===== src/sv/ifa_pkg.sv =====
// Shared types, constants and a helper function for the integer format to ASCII block.
package ifa_pkg;

   // Field widths of the request and response channels
   localparam int OPCODE_WIDTH = 8;
   localparam int ARG_WIDTH    = 32;
   localparam int CHAR_WIDTH   = 8;
   localparam int WIDE_WIDTH   = 64;
   localparam int DIGIT_WIDTH  = 4;

   // Character stack and command queue sizing
   localparam int STACK_DEPTH  = 32;
   localparam int COUNT_WIDTH  = $clog2(STACK_DEPTH + 1);
   localparam int QUEUE_DEPTH  = 2;

   // Conversion characters
   localparam logic [OPCODE_WIDTH-1:0] OP_D         = 8'h64;
   localparam logic [OPCODE_WIDTH-1:0] OP_I         = 8'h69;
   localparam logic [OPCODE_WIDTH-1:0] OP_U         = 8'h75;
   localparam logic [OPCODE_WIDTH-1:0] OP_B         = 8'h62;
   localparam logic [OPCODE_WIDTH-1:0] OP_O         = 8'h6f;
   localparam logic [OPCODE_WIDTH-1:0] OP_X_LOWER   = 8'h78;
   localparam logic [OPCODE_WIDTH-1:0] OP_X_UPPER   = 8'h58;
   localparam logic [OPCODE_WIDTH-1:0] OP_C         = 8'h63;
   localparam logic [OPCODE_WIDTH-1:0] OP_PERCENT   = 8'h25;

   // Emitted characters
   localparam logic [CHAR_WIDTH-1:0] CHAR_PERCENT = 8'h25;
   localparam logic [CHAR_WIDTH-1:0] CHAR_MINUS   = 8'h2d;
   localparam logic [CHAR_WIDTH-1:0] ASCII_ZERO   = 8'd48;
   localparam logic [CHAR_WIDTH-1:0] CHAR_UPPER_A = 8'h41;
   localparam logic [CHAR_WIDTH-1:0] CHAR_LOWER_A = 8'h61;
   localparam logic [DIGIT_WIDTH-1:0] DEC_BASE    = 4'd10;

   // Divide by ten through the reciprocal: q = (x * DEC_RECIP) >> DEC_SHIFT
   localparam logic [ARG_WIDTH-1:0] DEC_RECIP = 32'hCCCC_CCCD;
   localparam int DEC_SHIFT = 35;

   typedef enum logic [1:0] {
      RADIX_DEC,
      RADIX_BIN,
      RADIX_OCT,
      RADIX_HEX
   } radix_type;

   typedef enum logic [2:0] {
      S_IDLE,
      S_MUL,
      S_PUSH,
      S_SIGN,
      S_EMIT
   } state_type;

   // One classified conversion, as passed from the front end to the back end
   typedef struct packed {
      logic                   is_num;
      radix_type              radix;
      logic                   upper;
      logic                   neg;
      logic [ARG_WIDTH-1:0]   mag;
      logic [CHAR_WIDTH-1:0]  lit_first;
      logic [CHAR_WIDTH-1:0]  lit_second;
      logic                   lit_two;
   } cmd_type;

   // Map a digit value to its ASCII character
   function automatic logic [CHAR_WIDTH-1:0] digit_char(input logic [DIGIT_WIDTH-1:0] digit,
                                                        input logic upper);
      logic [CHAR_WIDTH-1:0] letter_base;
      letter_base = upper ? CHAR_UPPER_A : CHAR_LOWER_A;
      if (digit < DEC_BASE) begin
         digit_char = ASCII_ZERO + {{(CHAR_WIDTH-DIGIT_WIDTH){1'b0}}, digit};
      end else begin
         digit_char = letter_base + {{(CHAR_WIDTH-DIGIT_WIDTH){1'b0}}, digit}
                      - {{(CHAR_WIDTH-DIGIT_WIDTH){1'b0}}, DEC_BASE};
      end
   endfunction

endpackage


===== src/sv/ifa_req_if.sv =====
// Request channel: conversion character and argument with valid/ready.
interface ifa_req_if;
   import ifa_pkg::*;

   logic                    valid;
   logic                    ready;
   logic [OPCODE_WIDTH-1:0] opcode;
   logic [ARG_WIDTH-1:0]    arg_value;

   modport source (output valid, output opcode, output arg_value, input ready);
   modport sink   (input valid, input opcode, input arg_value, output ready);
endinterface


===== src/sv/ifa_rsp_if.sv =====
// Response channel: one ASCII character and end-of-run marker with valid/ready.
interface ifa_rsp_if;
   import ifa_pkg::*;

   logic                  valid;
   logic                  ready;
   logic [CHAR_WIDTH-1:0] out_char;
   logic                  last_char;

   modport source (output valid, output out_char, output last_char, input ready);
   modport sink   (input valid, input out_char, input last_char, output ready);
endinterface


===== src/sv/ifa_front.sv =====
// Front end: accepts requests and classifies them into conversion commands.
module ifa_front #(
   parameter int VALUE_WIDTH = 32
) (
   ifa_req_if.sink           req_bus,
   input  logic              queue_full,
   output logic              cmd_push,
   output ifa_pkg::cmd_type  cmd
);
   import ifa_pkg::*;

   localparam logic [WIDE_WIDTH-1:0] VALUE_MASK =
      (WIDE_WIDTH'(1) << VALUE_WIDTH) - WIDE_WIDTH'(1);

   logic [WIDE_WIDTH-1:0] masked;
   logic [WIDE_WIDTH-1:0] negated;
   logic                  sign_bit;

   // Accept whenever the queue has room
   assign req_bus.ready = !queue_full;
   assign cmd_push      = req_bus.valid && !queue_full;

   // Trim the argument to the value width and form its magnitude
   assign masked   = {{(WIDE_WIDTH-ARG_WIDTH){1'b0}}, req_bus.arg_value} & VALUE_MASK;
   assign negated  = (~masked + WIDE_WIDTH'(1)) & VALUE_MASK;
   assign sign_bit = masked[VALUE_WIDTH-1];

   // Decode the conversion character
   always_comb begin
      cmd            = '0;
      cmd.radix      = RADIX_DEC;
      cmd.mag        = masked[ARG_WIDTH-1:0];
      cmd.lit_first  = CHAR_PERCENT;
      cmd.lit_second = req_bus.opcode;
      unique case (req_bus.opcode) inside
         OP_D, OP_I: begin
            cmd.is_num = 1'b1;
            cmd.neg    = sign_bit;
            cmd.mag    = sign_bit ? negated[ARG_WIDTH-1:0] : masked[ARG_WIDTH-1:0];
         end
         OP_U: begin
            cmd.is_num = 1'b1;
         end
         OP_B: begin
            cmd.is_num = 1'b1;
            cmd.radix  = RADIX_BIN;
         end
         OP_O: begin
            cmd.is_num = 1'b1;
            cmd.radix  = RADIX_OCT;
         end
         OP_X_LOWER: begin
            cmd.is_num = 1'b1;
            cmd.radix  = RADIX_HEX;
         end
         OP_X_UPPER: begin
            cmd.is_num = 1'b1;
            cmd.radix  = RADIX_HEX;
            cmd.upper  = 1'b1;
         end
         OP_C: begin
            cmd.lit_first = req_bus.arg_value[CHAR_WIDTH-1:0];
         end
         OP_PERCENT: begin
            cmd.lit_first = CHAR_PERCENT;
         end
         default: begin
            // Unknown conversion: echo a percent sign and the character itself
            cmd.lit_two = 1'b1;
         end
      endcase
   end

endmodule


===== src/sv/ifa_queue.sv =====
// Short command queue between the front end and the back end.
module ifa_queue (
   input  logic              clock,
   input  logic              reset,
   input  logic              push,
   input  ifa_pkg::cmd_type  push_cmd,
   output logic              full,
   input  logic              pop,
   output ifa_pkg::cmd_type  head_cmd,
   output logic              empty
);
   import ifa_pkg::*;

   localparam int PTR_WIDTH  = (QUEUE_DEPTH > 1) ? $clog2(QUEUE_DEPTH) : 1;
   localparam int QCNT_WIDTH = $clog2(QUEUE_DEPTH + 1);
   localparam logic [PTR_WIDTH-1:0]  PTR_LAST = PTR_WIDTH'(QUEUE_DEPTH - 1);
   localparam logic [QCNT_WIDTH-1:0] QCNT_FULL = QCNT_WIDTH'(QUEUE_DEPTH);

   cmd_type                entries_ff [QUEUE_DEPTH];
   logic [PTR_WIDTH-1:0]   wr_ptr_ff, wr_ptr_in;
   logic [PTR_WIDTH-1:0]   rd_ptr_ff, rd_ptr_in;
   logic [QCNT_WIDTH-1:0]  count_ff, count_in;

   assign full     = (count_ff == QCNT_FULL);
   assign empty    = (count_ff == '0);
   assign head_cmd = entries_ff[rd_ptr_ff];

   // Advance pointers and occupancy
   always_comb begin
      wr_ptr_in = wr_ptr_ff;
      rd_ptr_in = rd_ptr_ff;
      count_in  = count_ff;
      if (push) begin
         wr_ptr_in = (wr_ptr_ff == PTR_LAST) ? '0 : wr_ptr_ff + PTR_WIDTH'(1);
      end
      if (pop) begin
         rd_ptr_in = (rd_ptr_ff == PTR_LAST) ? '0 : rd_ptr_ff + PTR_WIDTH'(1);
      end
      if (push && !pop) begin
         count_in = count_ff + QCNT_WIDTH'(1);
      end else if (pop && !push) begin
         count_in = count_ff - QCNT_WIDTH'(1);
      end
   end

   always_ff @(posedge clock) begin
      if (reset) begin
         wr_ptr_ff <= '0;
         rd_ptr_ff <= '0;
         count_ff  <= '0;
      end else begin
         wr_ptr_ff <= wr_ptr_in;
         rd_ptr_ff <= rd_ptr_in;
         count_ff  <= count_in;
      end
   end

   // Store the pushed command
   always_ff @(posedge clock) begin
      if (push) begin
         entries_ff[wr_ptr_ff] <= push_cmd;
      end
   end

endmodule


===== src/sv/ifa_back.sv =====
// Back end: generates digits onto a character stack and drains it as the response run.
module ifa_back (
   input  logic              clock,
   input  logic              reset,
   input  ifa_pkg::cmd_type  head_cmd,
   input  logic              empty,
   output logic              pop,
   ifa_rsp_if.source         rsp_bus
);
   import ifa_pkg::*;

   state_type              state_ff, state_in;
   logic [ARG_WIDTH-1:0]   mag_ff, mag_in;
   radix_type              radix_ff, radix_in;
   logic                   upper_ff, upper_in;
   logic                   neg_ff, neg_in;
   logic [COUNT_WIDTH-1:0] count_ff, count_in;
   logic [CHAR_WIDTH-1:0]  stack_ff [STACK_DEPTH];
   logic [CHAR_WIDTH-1:0]  stack_in [STACK_DEPTH];
   logic [WIDE_WIDTH-1:0]  prod_ff;

   logic                   push_en;
   logic [CHAR_WIDTH-1:0]  push_char;
   logic [DIGIT_WIDTH-1:0] digit;
   logic [ARG_WIDTH-1:0]   quot;
   logic [ARG_WIDTH-1:0]   rem_full;

   // Present the top of the stack
   assign rsp_bus.valid     = (state_ff == S_EMIT);
   assign rsp_bus.out_char  = stack_ff[0];
   assign rsp_bus.last_char = (count_ff == COUNT_WIDTH'(1));

   // Next state, digit step and stack update
   always_comb begin
      state_in  = state_ff;
      mag_in    = mag_ff;
      radix_in  = radix_ff;
      upper_in  = upper_ff;
      neg_in    = neg_ff;
      count_in  = count_ff;
      stack_in  = stack_ff;
      pop       = 1'b0;
      push_en   = 1'b0;
      push_char = '0;
      digit     = '0;
      quot      = '0;
      rem_full  = '0;
      unique case (state_ff)
         S_IDLE: begin
            if (!empty) begin
               pop = 1'b1;
               if (head_cmd.is_num) begin
                  mag_in   = head_cmd.mag;
                  radix_in = head_cmd.radix;
                  upper_in = head_cmd.upper;
                  neg_in   = head_cmd.neg;
                  count_in = '0;
                  state_in = (head_cmd.radix == RADIX_DEC) ? S_MUL : S_PUSH;
               end else begin
                  stack_in[0] = head_cmd.lit_first;
                  stack_in[1] = head_cmd.lit_second;
                  count_in    = head_cmd.lit_two ? COUNT_WIDTH'(2) : COUNT_WIDTH'(1);
                  state_in    = S_EMIT;
               end
            end
         end
         S_MUL: begin
            // Reciprocal product lands in prod_ff this cycle
            state_in = S_PUSH;
         end
         S_PUSH: begin
            case (radix_ff)
               RADIX_DEC: begin
                  quot     = ARG_WIDTH'(prod_ff >> DEC_SHIFT);
                  rem_full = mag_ff - ((quot << 3) + (quot << 1));
                  digit    = rem_full[DIGIT_WIDTH-1:0];
               end
               RADIX_BIN: begin
                  quot  = mag_ff >> 1;
                  digit = {{(DIGIT_WIDTH-1){1'b0}}, mag_ff[0]};
               end
               RADIX_OCT: begin
                  quot  = mag_ff >> 3;
                  digit = {1'b0, mag_ff[2:0]};
               end
               RADIX_HEX: begin
                  quot  = mag_ff >> 4;
                  digit = mag_ff[DIGIT_WIDTH-1:0];
               end
            endcase
            push_en   = 1'b1;
            push_char = digit_char(digit, upper_ff);
            mag_in    = quot;
            if (quot == '0) begin
               state_in = neg_ff ? S_SIGN : S_EMIT;
            end else begin
               state_in = (radix_ff == RADIX_DEC) ? S_MUL : S_PUSH;
            end
         end
         S_SIGN: begin
            push_en   = 1'b1;
            push_char = CHAR_MINUS;
            state_in  = S_EMIT;
         end
         S_EMIT: begin
            // Drop the top character on each transfer
            if (rsp_bus.ready) begin
               for (int i = 0; i < STACK_DEPTH - 1; i++) begin
                  stack_in[i] = stack_ff[i+1];
               end
               count_in = count_ff - COUNT_WIDTH'(1);
               if (count_ff == COUNT_WIDTH'(1)) begin
                  state_in = S_IDLE;
               end
            end
         end
         default: begin
            state_in = S_IDLE;
         end
      endcase
      // Push a new character; digits arrive least significant first
      if (push_en) begin
         for (int i = STACK_DEPTH - 1; i > 0; i--) begin
            stack_in[i] = stack_ff[i-1];
         end
         stack_in[0] = push_char;
         count_in    = count_ff + COUNT_WIDTH'(1);
      end
   end

   always_ff @(posedge clock) begin
      if (reset) begin
         state_ff <= S_IDLE;
         count_ff <= '0;
      end else begin
         state_ff <= state_in;
         count_ff <= count_in;
      end
   end

   // Payload registers
   always_ff @(posedge clock) begin
      mag_ff   <= mag_in;
      radix_ff <= radix_in;
      upper_ff <= upper_in;
      neg_ff   <= neg_in;
      stack_ff <= stack_in;
      prod_ff  <= {{(WIDE_WIDTH-ARG_WIDTH){1'b0}}, mag_ff} *
                  {{(WIDE_WIDTH-ARG_WIDTH){1'b0}}, DEC_RECIP};
   end

endmodule


===== src/sv/integer_format_to_ascii.sv =====
// Top level of the integer format to ASCII block: front end, command queue and back end.
//
// Usage: each request transfer on req_bus carries a printf conversion character
// (opcode) and a 32-bit argument (arg_value). The block answers with a run of
// ASCII characters on rsp_bus, one per transfer, with last_char set on the
// final character. d/i print signed decimal, u unsigned decimal, b/o/x/X binary,
// octal and hex without leading zeros, c the low byte, % a percent sign, and
// any other character a percent sign followed by that character.
// Per item the back end loads the command, then for each decimal digit forms
// the reciprocal product and then the remainder, or for each binary/octal/hex
// digit takes it straight from the low bits, pushes a minus sign if needed,
// then emits the characters; it loads the next command only when the run is
// done. The back end's digit loop and character stack set the pace; the front
// end keeps taking requests into a two-entry queue meanwhile.
// Reset (synchronous, active high) empties the queue and returns the back end
// to idle. When the receiver holds rsp_bus.ready low the current character
// holds and the queue fills, after which req_bus.ready drops.
module integer_format_to_ascii #(
   parameter int VALUE_WIDTH = 32
) (
   input  logic       clock,
   input  logic       reset,
   ifa_req_if.sink    req_bus,
   ifa_rsp_if.source  rsp_bus
);
   import ifa_pkg::*;

   logic    cmd_push;
   cmd_type cmd;
   logic    q_full;
   logic    q_empty;
   logic    cmd_pop;
   cmd_type head_cmd;

   ifa_front #(
      .VALUE_WIDTH (VALUE_WIDTH)
   ) u_front (
      .req_bus    (req_bus),
      .queue_full (q_full),
      .cmd_push   (cmd_push),
      .cmd        (cmd)
   );

   ifa_queue u_queue (
      .clock    (clock),
      .reset    (reset),
      .push     (cmd_push),
      .push_cmd (cmd),
      .full     (q_full),
      .pop      (cmd_pop),
      .head_cmd (head_cmd),
      .empty    (q_empty)
   );

   ifa_back u_back (
      .clock    (clock),
      .reset    (reset),
      .head_cmd (head_cmd),
      .empty    (q_empty),
      .pop      (cmd_pop),
      .rsp_bus  (rsp_bus)
   );

`ifndef SYNTHESIS
   // Never push into a full queue
   a_no_overflow: assert property (@(posedge clock) disable iff (reset)
      cmd_push |-> !q_full)
      else $error("command pushed into full queue");

   // Never pop an empty queue
   a_no_underflow: assert property (@(posedge clock) disable iff (reset)
      cmd_pop |-> !q_empty)
      else $error("command popped from empty queue");

   // The back end is idle in the cycle after the final transfer of a run
   a_gap_after_last: assert property (@(posedge clock) disable iff (reset)
      (rsp_bus.valid && rsp_bus.ready && rsp_bus.last_char) |=> !rsp_bus.valid)
      else $error("response valid straight after last character");
`endif

endmodule


===== src/flat_wrapper.sv =====
// flat-port wrapper written by rule: the top's interface ports become plain ports
module integer_format_to_ascii_flat import ifa_pkg::*;
#(
   parameter int VALUE_WIDTH = 32
)
  (clock, reset, req_bus_valid, req_bus_opcode, req_bus_arg_value, req_bus_ready, rsp_bus_valid, rsp_bus_out_char, rsp_bus_last_char, rsp_bus_ready);
  ifa_req_if req_bus_i ();
  ifa_rsp_if rsp_bus_i ();
  input  logic clock;
  input  logic reset;
  input wire logic [$bits(req_bus_i.valid)-1:0] req_bus_valid;
  input wire logic [$bits(req_bus_i.opcode)-1:0] req_bus_opcode;
  input wire logic [$bits(req_bus_i.arg_value)-1:0] req_bus_arg_value;
  output wire logic [$bits(req_bus_i.ready)-1:0] req_bus_ready;
  output wire logic [$bits(rsp_bus_i.valid)-1:0] rsp_bus_valid;
  output wire logic [$bits(rsp_bus_i.out_char)-1:0] rsp_bus_out_char;
  output wire logic [$bits(rsp_bus_i.last_char)-1:0] rsp_bus_last_char;
  input wire logic [$bits(rsp_bus_i.ready)-1:0] rsp_bus_ready;
  assign req_bus_i.valid = req_bus_valid;
  assign req_bus_i.opcode = req_bus_opcode;
  assign req_bus_i.arg_value = req_bus_arg_value;
  assign req_bus_ready = req_bus_i.ready;
  assign rsp_bus_valid = rsp_bus_i.valid;
  assign rsp_bus_out_char = rsp_bus_i.out_char;
  assign rsp_bus_last_char = rsp_bus_i.last_char;
  assign rsp_bus_i.ready = rsp_bus_ready;
  integer_format_to_ascii #(.VALUE_WIDTH(VALUE_WIDTH)) u_core (.clock(clock), .reset(reset), .req_bus(req_bus_i), .rsp_bus(rsp_bus_i));
endmodule

===== config.mk =====
export PLATFORM = sky130hd
export DESIGN_NAME = integer_format_to_ascii_flat
export DESIGN_NICKNAME = d
export VERILOG_FILES = /design/src/sv/ifa_pkg.sv /design/src/sv/ifa_req_if.sv /design/src/sv/ifa_rsp_if.sv /design/src/sv/ifa_front.sv /design/src/sv/ifa_queue.sv /design/src/sv/ifa_back.sv /design/src/sv/integer_format_to_ascii.sv /design/src/flat_wrapper.sv
export SDC_FILE = /design/constraint.sdc
export NUM_CORES = 2
export LEC_CHECK = 0
export BUFFER_PORTS_ARGS = -buffer_cell sky130_fd_sc_hd__buf_2
export CAP_MARGIN = 20
export CORE_MARGIN = 4
export CORE_UTILIZATION = 28
export DETAILED_ROUTE_END_ITERATION = 8
export RECOVER_POWER = 100
export SLEW_MARGIN = 10
export SYNTH_ARGS = -nofsm -noshare
export SYNTH_HDL_FRONTEND = slang
export SYNTH_SLANG_ARGS = --single-unit

===== constraint.sdc =====
create_clock -name clock -period 62.4 [get_ports clock]
set_input_delay 15.6 -clock clock [delete_from_list [all_inputs] [get_ports clock]]
set_output_delay 15.6 -clock clock [all_outputs]
set_load 0.005 [all_outputs]

==> metrics.md <==
| Metric | Value |
|---|---|
| Root Driver | `clkbuf_16` |
| Tmin final | `21.96 ns` |
| Largest family of logic cells by synthesized area | `adder cells` |
| Status | `finished, violations left` |
| Critical Path AT | `22.08 ns` |
| CTS Hold Bufs | `0` |
| Mapped Cells | `3373` |
| Worst endpoint required time | `62.52 ns` |
| Post-cts resize count | `0` |
| Ant diodes | `0` |
| Asr flop ratio synth | `0%` |
| Register area share after synthesis | `35.72%` |
| DRC errors left | `0` |
| # clock sinks | `443` |
| Number of flops mapped to enable cells by yosys | `400` |
| Crit path capture type | `flop` |
| Number of CTS-inserted buffers | `43` |
| Number of port buffers | `54` |
| Clk_skew | `0.02322 ns` |
| Final WL | `87830 um` |
| CTS H-tree lvls | `2` |
| CTS clk-pin slew, worst paths | `0.06 ns` |
| Hold/Removal Path Class | `reg -> reg` |
| Ys Warns | `0` |
| Drt wl/cell | `17.29 um` |
| Skew-Pair Late Insertion Delay | `0.60 ns` |
| Startpoint types | `input pin` |
| First-pass GRT wire length | `139200 um` |
| Initial Util | `28.23%` |
| I/O pins | `55` |
| Cell variety after synth | `77` |
| Worst hold slack | `0.4473 ns` |
| Initial antenna violation count | `0` |
| GRT Residual Overflow | `0` |
| Cell Count, Final, Fillers Out | `5081` |
| Die X | `366.8 um` |
| Syn_area_per_cell | `10.69 um2` |
| Filler instances | `13100` |
| Largest net degree at the start of global routing | `176` |
| Hold violation total from the final report | `0` |
| Normalized max-slew margin | `-232.0%` |
| GP Congestion | `0.9354` |
| Tcrit/Tclk final | `35.19%` |
| # setup viols final | `0` |
| Via count | `23590` |
| Flops & latches, synth | `443` |
| TritonCTS clock tree | `yes` |
| Most used DFF post-synth | `edfxtp_1` |
| GR Util All Layers | `12.98%` |
| Simple-gate share of the synthesized area | `11.65%` |
| Critical-path maximum fanout | `84` |
| RSZ-0062 raised after global routing | `false` |
| Commonest non-fill, non-tap cell in the layout | `nand2_1` |
| Core area | `0.1277 mm2` |
| Max Cap Violations | `10` |
| Synth Cell Area | `0.03604 mm2` |
| Die ar. | `0.1345 mm2` |
| CP Class | `in -> reg` |
| Slew at the pin closest to its max-slew limit | `4.953 ns` |
| CTS Buffer Depth | `3` |
| Share of cells above drive strength 1 | `4.446%` |
| Die Ht | `366.8 um` |
| XOR/XNOR Fraction of Synth Area | `2.819%` |
| Commonest non-fill, non-tap cells in the layout | `nand2_1 (791), inv_1 (548), edfxtp_1 (400)` |
| Area added between synthesis and finish | `9.137%` |
| Final nets | `4168` |
| DP Cell Count | `5000` |
| Fmax | `45.54 MHz` |
| First-pass detailed-route iteration total | `8` |
| Compound-Gate Fraction of Synth Area | `5.572%` |
| Number of post-CTS setup repair buffers | `0` |
| Mean number of vias per cell | `4.642` |
| Failing checks | `capacitance limit, slew limit` |
| DRT iter0 DRCs | `1726` |
| Fraction of the mapped netlist area in adder cells | `33.73%` |
| Final HPWL DP | `69120 um` |
| Mux cell area share after synthesis | `3.350%` |
| Vias in the first global route | `24340` |
| Detail Route Antenna Nets | `0` |
| Fin Setup TNS | `0 ns` |
| Row count | `131` |
| Syn Nets | `4157` |
| Final Max Tran Viols | `772` |
per-layer routing:
metal / global-route usage, % / part of all wire (%) / up-vias
met5: 0 / 0 / -
met4: 3.132 / 2.2 / 0
li1: - / - / 11050
met3: 2.008 / 5.9 / 93
met2: 21.19 / 46 / 608
met1: 18.11 / 46 / 11840
per-stage QoR:
step	util [%]	setup slack, ns	cell area [um2]
2_1_floorplan	-	29.47	36040
3_3_place_gp	29.82	43.76	38080
3_5_place_dp	29.83	43.77	38090
4_1_cts	30.90	44.14	39460
5_1_grt	30.81	39.69	39330
6_report	30.81	40.44	39330
final cells by class:
cell class	instances	area, um2	share of cell area (%)
Clock inverter	32	276.5	0.7030
Tap cell	1662	2079	5.287
Timing Repair Buffer	76	371.6	0.9447
Inverter	550	2066	5.252
Sequential cell	443	12870	32.73
Clock buffer	48	1095	2.783
Multi-Input combinational cell	2270	20570	52.30
worst max-delay path, cell delays in order:
cell and delay, ns:
clkbuf_1 0.10, inv_1 0.06, o21ai_0 0.28, clkbuf_1 3.19, clkbuf_1 2.70
registers in the layout, summed over array words and instances, names as in the netlist, 2 cells and up, named ones only:
| signal | count |
|---|---|
| u_core.u_back.stack_ff | 248 |
| u_core.u_queue.entries_ff | 108 |
| u_core.u_back.mag_ff | 32 |
| u_core.u_back.prod_ff | 29 |
| u_core.u_back.rsp_bus.out_char | 8 |
| u_core.u_back.count_ff | 6 |
| u_core.u_back.state_ff | 3 |
| u_core.u_back.radix_ff | 2 |
| u_core.u_queue.count_ff | 2 |
cell usage after synthesis (5+ instances only):
| master | number | area (um2) |
|---|---|---|
| nand2_1 | 790 | 2965 |
| inv_1 | 549 | 2061 |
| edfxtp_1 | 400 | 12010 |
| fa_1 | 386 | 7727 |
| ha_1 | 354 | 4429 |
| a21oi_1 | 86 | 430.4 |
| o21ai_0 | 86 | 430.4 |
| clkbuf_1 | 74 | 277.8 |
| nor2_1 | 68 | 255.2 |
| xor2_1 | 68 | 595.6 |
| mux2i_1 | 52 | 520.5 |
| a21o_1 | 48 | 360.4 |
| xnor2_1 | 48 | 420.4 |
| dfxtp_1 | 43 | 860.8 |
| mux4_2 | 28 | 630.6 |
| nor3_1 | 21 | 105.1 |
| nand4_1 | 18 | 112.6 |
| buf_1 | 17 | 63.81 |
| nand3_1 | 17 | 85.08 |
| and2_1 | 14 | 87.58 |
| nor2b_1 | 14 | 87.58 |
| nand2b_1 | 13 | 81.33 |
| a22oi_1 | 12 | 90.09 |
| a31oi_1 | 12 | 75.07 |
| nor4_1 | 12 | 75.07 |
| and3_1 | 9 | 56.30 |
| buf_4 | 8 | 60.06 |
| o22ai_1 | 8 | 50.05 |
| o21bai_1 | 7 | 52.55 |
| or3_1 | 7 | 43.79 |
| buf_2 | 6 | 30.03 |
| nor3b_1 | 6 | 45.04 |
| o41ai_1 | 6 | 52.55 |
| a211oi_1 | 5 | 37.54 |
| mux2_2 | 5 | 56.30 |
| o31ai_1 | 5 | 37.54 |
final timing paths:
check	to	slack [ns]	start	cells after the start
setup / recovery	u_core.u_back.stack_ff[173]	40.44	rsp_bus_ready	5
hold / removal	u_core.u_back.stack_ff[0]	0.45	u_core.u_back.stack_ff[8]	0
setup reg to reg	u_core.u_back.rsp_bus.out_char[2]	50.43	u_core.u_back.state_ff[2]	6
hold reg to reg	u_core.u_back.stack_ff[0]	0.45	u_core.u_back.stack_ff[8]	0
cell families (layout without fill, tap and decap cells):
logic type / Yosys count / after routing
buf+inv: 660 / 706
compound gates: 317 / 317
flops: 443 / 443
fa+ha+maj: 740 / 740
mux: 85 / 85
xor+xnor: 116 / 116
simple gates: 1012 / 1012
Power is not shown: default switching activity piles up to over one toggle a cycle in this logic, so the estimate is an artifact.
